**config.mk**
```make
export PLATFORM = sky130hd
export DESIGN_NAME = timestamp_ordered_event_queue
export DESIGN_NICKNAME = d
export VERILOG_FILES = /design/src/sv/tsq_pkg.sv /design/src/sv/tsq_front.sv /design/src/sv/tsq_fifo.sv /design/src/sv/tsq_back.sv /design/src/sv/timestamp_ordered_event_queue.sv
export VERILOG_INCLUDE_DIRS = /design/src /design/src/sv
export SDC_FILE = /design/constraint.sdc
export NUM_CORES = 2
export LEC_CHECK = 0
export BUFFER_PORTS_ARGS = -buffer_cell sky130_fd_sc_hd__buf_2
export CAP_MARGIN = 20
export CORE_ASPECT_RATIO = 1.75
export CORE_MARGIN = 3
export CORE_UTILIZATION = 40
export CTS_BUF_LIST = sky130_fd_sc_hd__clkbuf_2 sky130_fd_sc_hd__clkbuf_4 sky130_fd_sc_hd__clkbuf_8
export CTS_CLUSTER_SIZE = 10
export DETAILED_ROUTE_END_ITERATION = 16
export HOLD_SLACK_MARGIN = 0.06
export PLACE_DENSITY_LB_ADDON = 0.25
export SLEW_MARGIN = 20
export SYNTH_ARGS = -nofsm -noshare
export SYNTH_HDL_FRONTEND = slang
export SYNTH_SLANG_ARGS = --single-unit
```
**constraint.sdc**
```tcl
create_clock -name clk -period 15.3 [get_ports clk]
set_input_delay 3.06 -clock clk [delete_from_list [all_inputs] [get_ports clk]]
set_output_delay 3.06 -clock clk [all_outputs]
set_load 0.02 [all_outputs]
```
**src/sv/timestamp_ordered_event_queue_assert.svh**
```systemverilog
// Assertion macros used by the event queue back end
`ifndef TIMESTAMP_ORDERED_EVENT_QUEUE_ASSERT_SVH
`define TIMESTAMP_ORDERED_EVENT_QUEUE_ASSERT_SVH

// condition must hold at every edge out of reset
`define TSQ_ASSERT_ALWAYS(lbl, clk, rst_n, cond) \
  lbl: assert property (@(posedge clk) disable iff (!rst_n) (cond)) \
    else $error("assertion failed");

// antecedent implies consequent in the following cycle
`define TSQ_ASSERT_NEXT(lbl, clk, rst_n, ante, cons) \
  lbl: assert property (@(posedge clk) disable iff (!rst_n) (ante) |=> (cons)) \
    else $error("assertion failed");

// antecedent implies consequent in the same cycle
`define TSQ_ASSERT_IMPL(lbl, clk, rst_n, ante, cons) \
  lbl: assert property (@(posedge clk) disable iff (!rst_n) (ante) |-> (cons)) \
    else $error("assertion failed");

`endif

```
**src/sv/tsq_pkg.sv**
```systemverilog
// Types and constants of the timestamp ordered event queue
`default_nettype none
package tsq_pkg;

  typedef enum logic [1:0] {
    OP_INSERT  = 2'd0,
    OP_DISCARD = 2'd1,
    OP_RESCHED = 2'd2,
    OP_POP     = 2'd3
  } op_t;

  localparam logic [1:0] CLS_STATE  = 2'd1;
  localparam logic [1:0] CLS_GSTART = 2'd2;

  typedef enum logic [2:0] {
    RK_DONE    = 3'd0,
    RK_RELEASE = 3'd1,
    RK_POPPED  = 3'd2,
    RK_EMPTY   = 3'd3,
    RK_FULL    = 3'd4
  } kind_t;

  typedef struct packed {
    logic [31:0] tstamp;
    logic [7:0]  code;
    logic [1:0]  cls;
    logic [7:0]  pin;
    logic [31:0] pay;
  } entry_t;

  typedef struct packed {
    op_t    op;
    entry_t ent;
    logic   blob;
  } cmd_t;

  typedef enum logic [4:0] {
    ST_IDLE,
    ST_IW_WAIT, ST_IW_EVAL,
    ST_IS_WAIT, ST_IS_EVAL,
    ST_IN_PUT,
    ST_DK_WAIT, ST_DK_EVAL,
    ST_DR_WAIT, ST_DR_EVAL,
    ST_DC_WAIT, ST_DC_EVAL,
    ST_RS_WAIT, ST_RS_EVAL,
    ST_PP_WAIT, ST_PP_EVAL,
    ST_PS_WAIT, ST_PS_EVAL,
    ST_DONE
  } bk_state_t;

endpackage
`default_nettype wire

```
**src/sv/tsq_front.sv**
```systemverilog
// Front end: takes input requests and packs them into commands
`default_nettype none
module tsq_front (
  input  wire logic          clk,
  input  wire logic          rst_n,
  input  wire logic          in_valid,
  output logic               in_ready,
  input  wire logic [1:0]    in_opcode,
  input  wire logic [31:0]   in_time_stamp,
  input  wire logic [7:0]    in_event_code,
  input  wire logic [1:0]    in_event_class,
  input  wire logic [7:0]    in_pin_index,
  input  wire logic [31:0]   in_payload,
  input  wire logic          in_payload_is_blob,
  output logic               push_valid,
  input  wire logic          push_ready,
  output tsq_pkg::cmd_t      push_cmd
);

  logic          valid_r, valid_nxt;
  tsq_pkg::cmd_t cmd_r, cmd_nxt;
  logic          take;

  assign in_ready   = !valid_r || push_ready;
  assign take       = in_valid && in_ready;
  assign push_valid = valid_r;
  assign push_cmd   = cmd_r;

  // decode the opcode and pack the entry fields
  always_comb begin
    cmd_nxt = cmd_r;
    if (take) begin
      cmd_nxt.op         = tsq_pkg::op_t'(in_opcode);
      cmd_nxt.ent.tstamp = in_time_stamp;
      cmd_nxt.ent.code   = in_event_code;
      cmd_nxt.ent.cls    = in_event_class;
      cmd_nxt.ent.pin    = in_pin_index;
      cmd_nxt.ent.pay    = in_payload;
      cmd_nxt.blob       = in_payload_is_blob;
    end
    valid_nxt = take || (valid_r && !push_ready);
  end

  always_ff @(posedge clk) begin
    if (!rst_n) begin
      valid_r <= 1'b0;
    end else begin
      valid_r <= valid_nxt;
    end
    cmd_r <= cmd_nxt;
  end

endmodule
`default_nettype wire

```
**src/sv/tsq_fifo.sv**
```systemverilog
// Two-entry command queue between front and back end
`default_nettype none
module tsq_fifo (
  input  wire logic          clk,
  input  wire logic          rst_n,
  input  wire logic          push_valid,
  output logic               push_ready,
  input  tsq_pkg::cmd_t      push_cmd,
  output logic               pop_valid,
  input  wire logic          pop_ready,
  output tsq_pkg::cmd_t      pop_cmd
);

  tsq_pkg::cmd_t slot_r [2];
  logic          wp_r, wp_nxt, rp_r, rp_nxt;
  logic [1:0]    fill_r, fill_nxt;
  logic          do_push, do_pop;

  assign push_ready = fill_r != 2'd2;
  assign pop_valid  = fill_r != 2'd0;
  assign pop_cmd    = slot_r[rp_r];
  assign do_push    = push_valid && push_ready;
  assign do_pop     = pop_valid && pop_ready;

  // pointer and fill bookkeeping
  always_comb begin
    wp_nxt   = do_push ? !wp_r : wp_r;
    rp_nxt   = do_pop ? !rp_r : rp_r;
    fill_nxt = fill_r + {1'b0, do_push} - {1'b0, do_pop};
  end

  always_ff @(posedge clk) begin
    if (!rst_n) begin
      wp_r   <= 1'b0;
      rp_r   <= 1'b0;
      fill_r <= 2'd0;
    end else begin
      wp_r   <= wp_nxt;
      rp_r   <= rp_nxt;
      fill_r <= fill_nxt;
    end
    if (do_push) begin
      slot_r[wp_r] <= push_cmd;
    end
  end

endmodule
`default_nettype wire

```
**src/sv/tsq_back.sv**
```systemverilog
// Back end: sequencer over the sorted entry memory and the result register
`default_nettype none
`include "timestamp_ordered_event_queue_assert.svh"
module tsq_back #(
  parameter int QUEUE_DEPTH = 32
) (
  input  wire logic          clk,
  input  wire logic          rst_n,
  input  wire logic          cmd_valid,
  output logic               cmd_ready,
  input  tsq_pkg::cmd_t      cmd,
  output logic               out_valid,
  input  wire logic          out_ready,
  output logic [2:0]         out_result_kind,
  output logic [31:0]        out_time_out,
  output logic [7:0]         out_code_out,
  output logic [1:0]         out_class_out,
  output logic [7:0]         out_pin_out,
  output logic [31:0]        out_payload_out,
  output logic               out_last
);

  localparam int IW = (QUEUE_DEPTH > 1) ? $clog2(QUEUE_DEPTH) : 1;
  localparam int CW = $clog2(QUEUE_DEPTH + 1);
  localparam logic [CW-1:0] FULL_CNT = CW'(QUEUE_DEPTH);
  localparam logic [CW-1:0] ONE      = CW'(1);

  tsq_pkg::bk_state_t state_r, state_nxt;
  tsq_pkg::cmd_t      it_r, it_nxt;
  logic [CW-1:0]      cnt_r, cnt_nxt, idx_r, idx_nxt, w_r, w_nxt;
  logic [CW-1:0]      pos_r, pos_nxt, keep_r, keep_nxt;
  logic               repl_r, repl_nxt;
  tsq_pkg::kind_t     fin_r, fin_nxt;

  tsq_pkg::entry_t    mem [QUEUE_DEPTH];
  tsq_pkg::entry_t    rdata_r, wr_data;
  logic [IW-1:0]      rd_addr, wr_addr;
  logic               wr_en;

  logic               ov_r, ov_nxt;
  tsq_pkg::kind_t     ok_r, ok_nxt;
  tsq_pkg::entry_t    oe_r, oe_nxt;
  logic               ol_r, ol_nxt;

  // shared decisions on the entry just read
  logic [CW-1:0]   jdx;
  logic            slot_free, d_gt, d_lt, pin_hit, rel_need, full;
  logic            iw_stop, iw_repl, iw_hold;
  logic [CW-1:0]   iw_pos;
  logic            dc_del;
  tsq_pkg::entry_t d;

  assign d         = rdata_r;
  assign jdx       = idx_r - ONE;
  assign slot_free = !ov_r || out_ready;
  assign d_gt      = d.tstamp > it_r.ent.tstamp;
  assign d_lt      = d.tstamp < it_r.ent.tstamp;
  assign pin_hit   = (d.cls == tsq_pkg::CLS_STATE) && (d.pin == it_r.ent.pin);
  assign rel_need  = it_r.blob && (d.pay != 32'd0);
  assign full      = cnt_r == FULL_CNT;
  assign dc_del    = (idx_r < keep_r) && pin_hit;
  assign cmd_ready = state_r == tsq_pkg::ST_IDLE;

  // insertion walk: stop, replace and position for the entry at idx_r-1
  always_comb begin
    iw_stop = 1'b1;
    iw_repl = 1'b0;
    iw_pos  = idx_r;
    if (d_gt) begin
      iw_stop = 1'b0;
    end else if (it_r.ent.cls != tsq_pkg::CLS_STATE) begin
      iw_pos = idx_r;
    end else if (d_lt || d.cls == tsq_pkg::CLS_GSTART) begin
      iw_pos = idx_r;
    end else if (d.cls == tsq_pkg::CLS_STATE && d.pin <= it_r.ent.pin) begin
      if (d.pin == it_r.ent.pin) begin
        iw_repl = 1'b1;
        iw_pos  = jdx;
      end
    end else begin
      iw_stop = 1'b0;
    end
    // ran off the head: new entry goes first
    if (!iw_stop && jdx == '0) begin
      iw_stop = 1'b1;
      iw_pos  = '0;
    end
    iw_hold = iw_stop && iw_repl && rel_need && !slot_free;
  end

  // read address follows the walk direction of each phase
  always_comb begin
    case (state_r)
      tsq_pkg::ST_IW_WAIT, tsq_pkg::ST_IW_EVAL, tsq_pkg::ST_DK_WAIT,
      tsq_pkg::ST_DK_EVAL, tsq_pkg::ST_DR_WAIT, tsq_pkg::ST_DR_EVAL,
      tsq_pkg::ST_IS_WAIT, tsq_pkg::ST_IS_EVAL: rd_addr = IW'(jdx);
      tsq_pkg::ST_PP_WAIT, tsq_pkg::ST_PP_EVAL: rd_addr = '0;
      default: rd_addr = IW'(idx_r);
    endcase
  end

  // next state
  always_comb begin
    state_nxt = state_r;
    case (state_r)
      tsq_pkg::ST_IDLE: begin
        if (cmd_valid) begin
          case (cmd.op)
            tsq_pkg::OP_INSERT:
              state_nxt = (cnt_r == '0) ? tsq_pkg::ST_IN_PUT : tsq_pkg::ST_IW_WAIT;
            tsq_pkg::OP_DISCARD:
              state_nxt = (cnt_r == '0) ? tsq_pkg::ST_DONE : tsq_pkg::ST_DK_WAIT;
            tsq_pkg::OP_RESCHED:
              state_nxt = (cnt_r == '0) ? tsq_pkg::ST_DONE : tsq_pkg::ST_RS_WAIT;
            default:
              state_nxt = (cnt_r == '0) ? tsq_pkg::ST_DONE : tsq_pkg::ST_PP_WAIT;
          endcase
        end
      end
      tsq_pkg::ST_IW_WAIT: state_nxt = tsq_pkg::ST_IW_EVAL;
      tsq_pkg::ST_IW_EVAL: begin
        if (!iw_stop) begin
          state_nxt = tsq_pkg::ST_IW_WAIT;
        end else if (iw_hold) begin
          state_nxt = tsq_pkg::ST_IW_EVAL;
        end else if (iw_repl) begin
          state_nxt = tsq_pkg::ST_IN_PUT;
        end else if (full) begin
          state_nxt = tsq_pkg::ST_DONE;
        end else if (iw_pos == cnt_r) begin
          state_nxt = tsq_pkg::ST_IN_PUT;
        end else begin
          state_nxt = tsq_pkg::ST_IS_WAIT;
        end
      end
      tsq_pkg::ST_IS_WAIT: state_nxt = tsq_pkg::ST_IS_EVAL;
      tsq_pkg::ST_IS_EVAL:
        state_nxt = (jdx == pos_r) ? tsq_pkg::ST_IN_PUT : tsq_pkg::ST_IS_WAIT;
      tsq_pkg::ST_IN_PUT: state_nxt = tsq_pkg::ST_DONE;
      tsq_pkg::ST_DK_WAIT: state_nxt = tsq_pkg::ST_DK_EVAL;
      tsq_pkg::ST_DK_EVAL: begin
        if (pin_hit && !d_gt) begin
          state_nxt = (jdx != '0) ? tsq_pkg::ST_DR_WAIT : tsq_pkg::ST_DONE;
        end else begin
          state_nxt = (jdx == '0) ? tsq_pkg::ST_DONE : tsq_pkg::ST_DK_WAIT;
        end
      end
      tsq_pkg::ST_DR_WAIT: state_nxt = tsq_pkg::ST_DR_EVAL;
      tsq_pkg::ST_DR_EVAL: begin
        if (pin_hit && rel_need && !slot_free) begin
          state_nxt = tsq_pkg::ST_DR_EVAL;
        end else begin
          state_nxt = (jdx == '0) ? tsq_pkg::ST_DC_WAIT : tsq_pkg::ST_DR_WAIT;
        end
      end
      tsq_pkg::ST_DC_WAIT: state_nxt = tsq_pkg::ST_DC_EVAL;
      tsq_pkg::ST_DC_EVAL:
        state_nxt = (idx_r + ONE == cnt_r) ? tsq_pkg::ST_DONE : tsq_pkg::ST_DC_WAIT;
      tsq_pkg::ST_RS_WAIT: state_nxt = tsq_pkg::ST_RS_EVAL;
      tsq_pkg::ST_RS_EVAL: begin
        if (d_lt && idx_r + ONE != cnt_r) begin
          state_nxt = tsq_pkg::ST_RS_WAIT;
        end else begin
          state_nxt = tsq_pkg::ST_DONE;
        end
      end
      tsq_pkg::ST_PP_WAIT: state_nxt = tsq_pkg::ST_PP_EVAL;
      tsq_pkg::ST_PP_EVAL: begin
        if (slot_free) begin
          state_nxt = (cnt_r == ONE) ? tsq_pkg::ST_IDLE : tsq_pkg::ST_PS_WAIT;
        end
      end
      tsq_pkg::ST_PS_WAIT: state_nxt = tsq_pkg::ST_PS_EVAL;
      tsq_pkg::ST_PS_EVAL:
        state_nxt = (idx_r + ONE == cnt_r) ? tsq_pkg::ST_IDLE : tsq_pkg::ST_PS_WAIT;
      tsq_pkg::ST_DONE: begin
        if (slot_free) begin
          state_nxt = tsq_pkg::ST_IDLE;
        end
      end
      default: state_nxt = tsq_pkg::ST_IDLE;
    endcase
  end

  // datapath, memory writes and result register
  always_comb begin
    it_nxt   = it_r;
    cnt_nxt  = cnt_r;
    idx_nxt  = idx_r;
    w_nxt    = w_r;
    pos_nxt  = pos_r;
    keep_nxt = keep_r;
    repl_nxt = repl_r;
    fin_nxt  = fin_r;
    wr_en    = 1'b0;
    wr_addr  = IW'(idx_r);
    wr_data  = d;
    ov_nxt   = ov_r && !out_ready;
    ok_nxt   = ok_r;
    oe_nxt   = oe_r;
    ol_nxt   = ol_r;
    case (state_r)
      tsq_pkg::ST_IDLE: begin
        if (cmd_valid) begin
          it_nxt   = cmd;
          idx_nxt  = (cmd.op == tsq_pkg::OP_RESCHED) ? '0 : cnt_r;
          pos_nxt  = '0;
          repl_nxt = 1'b0;
          fin_nxt  = (cmd.op == tsq_pkg::OP_POP) ? tsq_pkg::RK_EMPTY
                                                 : tsq_pkg::RK_DONE;
        end
      end
      tsq_pkg::ST_IW_EVAL: begin
        if (!iw_stop) begin
          idx_nxt = jdx;
        end else if (!iw_hold) begin
          pos_nxt  = iw_pos;
          repl_nxt = iw_repl;
          idx_nxt  = cnt_r;
          if (iw_repl && rel_need) begin
            ov_nxt = 1'b1;
            ok_nxt = tsq_pkg::RK_RELEASE;
            oe_nxt = d;
            ol_nxt = 1'b0;
          end
          if (!iw_repl && full) begin
            fin_nxt = tsq_pkg::RK_FULL;
          end
        end
      end
      tsq_pkg::ST_IS_EVAL: begin
        wr_en   = 1'b1;
        wr_addr = IW'(idx_r);
        idx_nxt = jdx;
      end
      tsq_pkg::ST_IN_PUT: begin
        wr_en   = 1'b1;
        wr_addr = IW'(pos_r);
        wr_data = it_r.ent;
        if (!repl_r) begin
          cnt_nxt = cnt_r + ONE;
        end
      end
      tsq_pkg::ST_DK_EVAL: begin
        idx_nxt = jdx;
        if (pin_hit && !d_gt) begin
          keep_nxt = jdx;
        end
      end
      tsq_pkg::ST_DR_EVAL: begin
        if (!(pin_hit && rel_need && !slot_free)) begin
          if (pin_hit && rel_need) begin
            ov_nxt = 1'b1;
            ok_nxt = tsq_pkg::RK_RELEASE;
            oe_nxt = d;
            ol_nxt = 1'b0;
          end
          idx_nxt = jdx;
          w_nxt   = '0;
        end
      end
      tsq_pkg::ST_DC_EVAL: begin
        if (!dc_del) begin
          wr_en   = 1'b1;
          wr_addr = IW'(w_r);
          w_nxt   = w_r + ONE;
        end
        idx_nxt = idx_r + ONE;
        if (idx_r + ONE == cnt_r) begin
          cnt_nxt = dc_del ? w_r : w_r + ONE;
        end
      end
      tsq_pkg::ST_RS_EVAL: begin
        if (d_lt) begin
          wr_en          = 1'b1;
          wr_addr        = IW'(idx_r);
          wr_data.tstamp = it_r.ent.tstamp;
          idx_nxt        = idx_r + ONE;
        end
      end
      tsq_pkg::ST_PP_EVAL: begin
        if (slot_free) begin
          ov_nxt  = 1'b1;
          ok_nxt  = tsq_pkg::RK_POPPED;
          oe_nxt  = d;
          ol_nxt  = 1'b1;
          idx_nxt = ONE;
          if (cnt_r == ONE) begin
            cnt_nxt = '0;
          end
        end
      end
      tsq_pkg::ST_PS_EVAL: begin
        wr_en   = 1'b1;
        wr_addr = IW'(jdx);
        idx_nxt = idx_r + ONE;
        if (idx_r + ONE == cnt_r) begin
          cnt_nxt = cnt_r - ONE;
        end
      end
      tsq_pkg::ST_DONE: begin
        if (slot_free) begin
          ov_nxt = 1'b1;
          ok_nxt = fin_r;
          oe_nxt = '0;
          ol_nxt = 1'b1;
        end
      end
      default: begin
      end
    endcase
  end

  // entry memory: one write and one registered read per cycle
  always_ff @(posedge clk) begin
    if (wr_en) begin
      mem[wr_addr] <= wr_data;
    end
    rdata_r <= mem[rd_addr];
  end

  always_ff @(posedge clk) begin
    if (!rst_n) begin
      state_r <= tsq_pkg::ST_IDLE;
      cnt_r   <= '0;
      ov_r    <= 1'b0;
    end else begin
      state_r <= state_nxt;
      cnt_r   <= cnt_nxt;
      ov_r    <= ov_nxt;
    end
    it_r   <= it_nxt;
    idx_r  <= idx_nxt;
    w_r    <= w_nxt;
    pos_r  <= pos_nxt;
    keep_r <= keep_nxt;
    repl_r <= repl_nxt;
    fin_r  <= fin_nxt;
    ok_r   <= ok_nxt;
    oe_r   <= oe_nxt;
    ol_r   <= ol_nxt;
  end

  assign out_valid       = ov_r;
  assign out_result_kind = ok_r;
  assign out_time_out    = oe_r.tstamp;
  assign out_code_out    = oe_r.code;
  assign out_class_out   = oe_r.cls;
  assign out_pin_out     = oe_r.pin;
  assign out_payload_out = oe_r.pay;
  assign out_last        = ol_r;

  // checks on the sequencer
  `TSQ_ASSERT_ALWAYS(a_cnt_bound, clk, rst_n, cnt_r <= FULL_CNT)
  `TSQ_ASSERT_IMPL(a_wr_busy, clk, rst_n, wr_en, state_r != tsq_pkg::ST_IDLE)
  `TSQ_ASSERT_NEXT(a_cmd_starts, clk, rst_n, cmd_valid && cmd_ready,
    state_r != tsq_pkg::ST_IDLE)

endmodule
`default_nettype wire

```
**src/sv/timestamp_ordered_event_queue.sv**
```systemverilog
// Top level of the timestamp ordered event queue
//
//  channel | ports                         | direction
//  in      | in_valid/in_ready + fields    | request into the queue
//  out     | out_valid/out_ready + fields  | results, last marks the final one
//
// Each request walks the sorted entries step by step: the entry memory has one
// registered read port, so every step waits for its data.
// Insert: walk from the tail plus shift. Discard: tail search, release walk and
// a compaction pass. Reschedule and pop walk the entries as well; the front
// register and command queue lie before the sequencer. A stalled result holds
// the sequencer only when it has another result to deliver. Reset empties the
// queue at once.
`default_nettype none
module timestamp_ordered_event_queue #(
  parameter int QUEUE_DEPTH = 32
) (
  input  wire logic         clk,
  input  wire logic         rst_n,
  input  wire logic         in_valid,
  output logic              in_ready,
  input  wire logic [1:0]   in_opcode,
  input  wire logic [31:0]  in_time_stamp,
  input  wire logic [7:0]   in_event_code,
  input  wire logic [1:0]   in_event_class,
  input  wire logic [7:0]   in_pin_index,
  input  wire logic [31:0]  in_payload,
  input  wire logic         in_payload_is_blob,
  output logic              out_valid,
  input  wire logic         out_ready,
  output logic [2:0]        out_result_kind,
  output logic [31:0]       out_time_out,
  output logic [7:0]        out_code_out,
  output logic [1:0]        out_class_out,
  output logic [7:0]        out_pin_out,
  output logic [31:0]       out_payload_out,
  output logic              out_last
);

  logic          f_valid, f_ready, b_valid, b_ready;
  tsq_pkg::cmd_t f_cmd, b_cmd;

  tsq_front u_front (
    .clk, .rst_n, .in_valid, .in_ready, .in_opcode, .in_time_stamp,
    .in_event_code, .in_event_class, .in_pin_index, .in_payload,
    .in_payload_is_blob,
    .push_valid (f_valid), .push_ready (f_ready), .push_cmd (f_cmd)
  );

  tsq_fifo u_fifo (
    .clk, .rst_n,
    .push_valid (f_valid), .push_ready (f_ready), .push_cmd (f_cmd),
    .pop_valid (b_valid), .pop_ready (b_ready), .pop_cmd (b_cmd)
  );

  tsq_back #(.QUEUE_DEPTH(QUEUE_DEPTH)) u_back (
    .clk, .rst_n,
    .cmd_valid (b_valid), .cmd_ready (b_ready), .cmd (b_cmd),
    .out_valid, .out_ready, .out_result_kind, .out_time_out, .out_code_out,
    .out_class_out, .out_pin_out, .out_payload_out, .out_last
  );

endmodule
`default_nettype wire
```
==> qor.txt <==
Syn Nets - 8575
Syn Inst Count - 8432
Critical Path End - u_back.mem[25][30]
Post-synthesis sequential area ratio - 75.14%
Leak pwr - 45.06 nW
Final HPWL DP - 188200 µm
Num ports - 177
Post-synthesis compound-gate area fraction - 11.36%
Crit path from - u_back.it_r[81]
Worst-Margin Slew - 1226 ps
Post CTS Setup Buffer Count - 0
Synth async-reset ratio - 0%
TritonCTS clock tree - built
Final Max Slew Viols - 0
Wire length per cell - 26.90 µm
GRT Resource Usage Total - 21.42%
Vias per cell - 5.731
Worst path arrival time - 7220 ps
Reg2Reg Setup Slack - 8730 ps
First-pass GRT wire length - 515800 µm
Pwr dens - 226.3 nW/µm²
Achievable Freq - 0.1522 GHz
Worst setup margin - 8728 ps
Vias in the first global route - 75990
Clock Sinks - 3175
RSZ-0062 raised after global routing - false
Longest Clk Path Bufs - 4
Layout cells sized above 1 - 14.58%
Critical path class - flop to flop
Antenna violations before repair - 11
Setup Slack @ Placement - 8786 ps
Final period util - 42.96%
XOR/XNOR Fraction of Synth Area - 0.2840%
GRT overflow - 0
Min Tclk post-route - 6572 ps
GPL Wtd Cong - 0.8258
Number of distinct library cells after synthesis - 73
Synth Warn # - 0
Status - finished clean
Clk pin slew, worst setup/hold paths - 70 ps
Post-synthesis simple-gate area fraction - 9.268%
PortBufs - 176
CP Launch Type - flop
Initial Utilization - 40.25%
DR iter-0 viols - 6831
Antenna viol nets, final - 0
Root buf cell - clkbuf_8
Max_cap viols - 0
Area Growth Syn to Fin - 11.97%
Count of final setup violators - 0
Multi-input logic area - 28930 µm²
Critical Path RT - 15950 ps
Synthesized flop and latch total - 3175
Die Wd - 429.5 µm
Area share of fa/ha/maj cells after synthesis - 0.5381%
Register area - 94340 µm²
Largest net degree at the start of global routing - 210
Nets@finish - 8774
Slowest CP cell - a2111oi_1
Worst-path cell chain - inv_1 > ha_1 > a21oi_1 > nand2_1 > a2111oi_1 > o211ai_2 > a21oi_1 > nand2_1 > nand3b_1 > nand4_1 > nor2_4 > buf_4 > buf_4
Largest family of logic cells by synthesized area - compound AO/OA/AOI/OAI gates
Num rows - 271
Ys flop type - edfxtp_1
Final hold viol count - 0
Post-synthesis mux area share - 1.260%
Die H - 747.2 µm
Path depth of the worst reg2reg path - 13
Resize count post-CTS - 0
Syn Area/Cell - 14.89 µm²
Worst hold path class - flop to flop
Die area - 320900 µm²
Launch point of the worst reg-to-reg path - u_back.it_r[81]
Pre-Repair DR Iteration Count - 6
Vias - 75160
Number of H-tree levels - 5
Post-synth EDFFs - 3075
Maximum VDD drop - 302.5 µV
Hold Buf Count CTS - 0
Crit path largest cell delay - 960 ps
Reg2reg end - u_back.mem[25][30]
Final setup TNS - 0 ps
Setup crit end kind - flop
WHS - 426.3 ps
Cell area after synthesis - 125600 µm²
Std-Cell Core Area - 311900 µm²
Clock Skews - 86.68 ps
Drt total wl - 352700 µm
Worst rel slew slack - 18.24%
# DRC - 0
Worst skew pair latency - 1090 ps
Filler cell count - 27360
Critical path fanouts, max - 38
Post-layout util - 45.07%
Cts bufs inserted - 457
## critical path: cells and delay by family (launching register included)
family | cells | cell delay, ps
AOI/OAI and AO/OA | 4 | 2040
adders and majority gates | 1 | 260
buffers and inverters | 3 | 1470
DFF | 1 | 360
and+or+nand+nor | 5 | 1920
## cells in the final DEF (no fill, tap or decap), types with 10 or more instances in the layout
cell,instances
and2_1,739
nand3_1,33
mux2_2,136
buf_2,176
a21oi_1,47
a31oi_1,173
a311oi_1,492
nor4_1,10
clkinv_2,69
buf_12,18
clkbuf_4,130
nand2_1,1400
buf_4,172
a211oi_1,743
bufinv_16,21
clkbuf_8,495
nor2_4,34
o31ai_1,85
nor3_1,113
inv_1,69
xor2_1,14
o21ai_1,26
nor2_1,61
a211o_1,85
nand4_1,18
o21ai_0,34
dfxtp_1,99
o311ai_0,82
edfxtp_1,3075
clkinv_1,108
xnor2_1,23
ha_1,54
clkinvlp_4,10
## Yosys cell counts (3+ instances only)
cell | number | area (µm²)
edfxtp_1 | 3075 | 92340
nand2_1 | 1400 | 5255
a211oi_1 | 743 | 5578
and2_1 | 739 | 4623
clkbuf_1 | 531 | 1993
a311oi_1 | 492 | 4309
a31oi_1 | 174 | 1089
mux2_2 | 136 | 1531
nor3_1 | 114 | 570.6
dfxtp_1 | 100 | 2002
nor2_1 | 95 | 356.6
o31ai_1 | 86 | 645.6
a211o_1 | 85 | 744.5
o311ai_0 | 82 | 718.2
inv_1 | 69 | 259.0
o21ai_0 | 69 | 345.3
buf_2 | 64 | 320.3
ha_1 | 54 | 675.7
a21oi_1 | 47 | 235.2
nand3_1 | 34 | 170.2
buf_1 | 30 | 112.6
xnor2_1 | 23 | 201.4
nand4_1 | 18 | 112.6
xor2_1 | 14 | 122.6
nor4_1 | 12 | 75.07
a21o_1 | 9 | 67.56
and2_0 | 9 | 56.30
nand2b_1 | 9 | 56.30
nor2b_1 | 9 | 56.30
o211ai_1 | 9 | 67.56
or3_1 | 8 | 50.05
and3_1 | 6 | 37.54
o21a_1 | 6 | 45.04
a22oi_1 | 5 | 37.54
mux2i_1 | 5 | 50.05
a2111oi_0 | 4 | 35.03
nand3b_1 | 4 | 30.03
nor3b_1 | 4 | 30.03
o211a_1 | 4 | 40.04
o221a_2 | 4 | 45.04
o221ai_1 | 4 | 35.03
o22ai_1 | 4 | 25.02
a221oi_1 | 3 | 26.28
or4_1 | 3 | 22.52
## final cells by class
cell class                 instances  share of cell area (%)
antenna                            4                0.007120
clock buffer                     625                   5.540
clock inverter                   218                   1.139
inverter                          70                  0.1869
multi-input combinational       4561                   20.58
sequential                      3175                   67.11
tap                             4095                   3.644
timing repair buffer             366                   1.801
## stage by stage
| step | std cells | instance area, µm² | power [mW] |
|---|---|---|---|
| 2_1_floorplan | 8432 | 125600 | 20.46 |
| 3_5_place_dp | 12270 | 131200 | 25.06 |
| 6_report | 13110 | 140600 | 31.82 |
| 4_1_cts | 13110 | 140600 | 32.09 |
| 5_1_grt | 13110 | 140600 | 33.60 |
| 3_3_place_gp | 12270 | 131200 | 24.87 |
## cells by family (layout without fill, tap and decap cells)
logic type               after synthesis  count (layout)
XOR/XNOR                              39              39
adder cells (fa/ha/maj)               54              54
AO/OA/AOI/OAI                       1849            1849
multiplexers                         141             141
AND/OR/NAND/NOR                     2478            2478
flip-flops                          3175            3175
buffers and inverters                696            1279
other                                  0               4
## routing by layer
| metal | global-route usage [%] | routed length [µm] |
|---|---|---|
| met1 | 26.30 | 136300 |
| met2 | 37.87 | 182400 |
| met3 | 3.015 | 19660 |
| met4 | 8.689 | 14380 |
| met5 | 0 | 21 |
## sequential cells by signal (all words and copies together), names as in the netlist, 32 cells and up, named ones only
register,count
u_back.d,82
u_back.it_r,83
u_back.mem,2624
u_back.out_payload_out,32
u_back.out_time_out,32
u_fifo.slot_r,170
u_front.push_cmd,85
## power breakdown
| part | internal (mW) | switching, mW |
|---|---|---|
| logic | 3.79 | 9.55 |
| registers | 11.2 | 0.300 |
| clock network | 3.66 | 3.30 |
## how the worst min path moves through the flow
stage                    startpoint              endpoint  slack (ps)  cells past startpoint
2_1_floorplan   u_front.push_cmd[0]   u_fifo.slot_r[0][0]         420                      0
4_1_cts        u_front.push_cmd[28]  u_fifo.slot_r[0][28]         430                      0
3_3_place_gp    u_front.push_cmd[2]   u_fifo.slot_r[0][2]         420                      0
6_report       u_front.push_cmd[28]  u_fifo.slot_r[0][28]         430                      0
3_5_place_dp   u_front.push_cmd[19]  u_fifo.slot_r[1][19]         430                      0
5_1_grt        u_front.push_cmd[28]  u_fifo.slot_r[0][28]         440                      0
No activity file was read; power rests on OpenSTA's default activity.
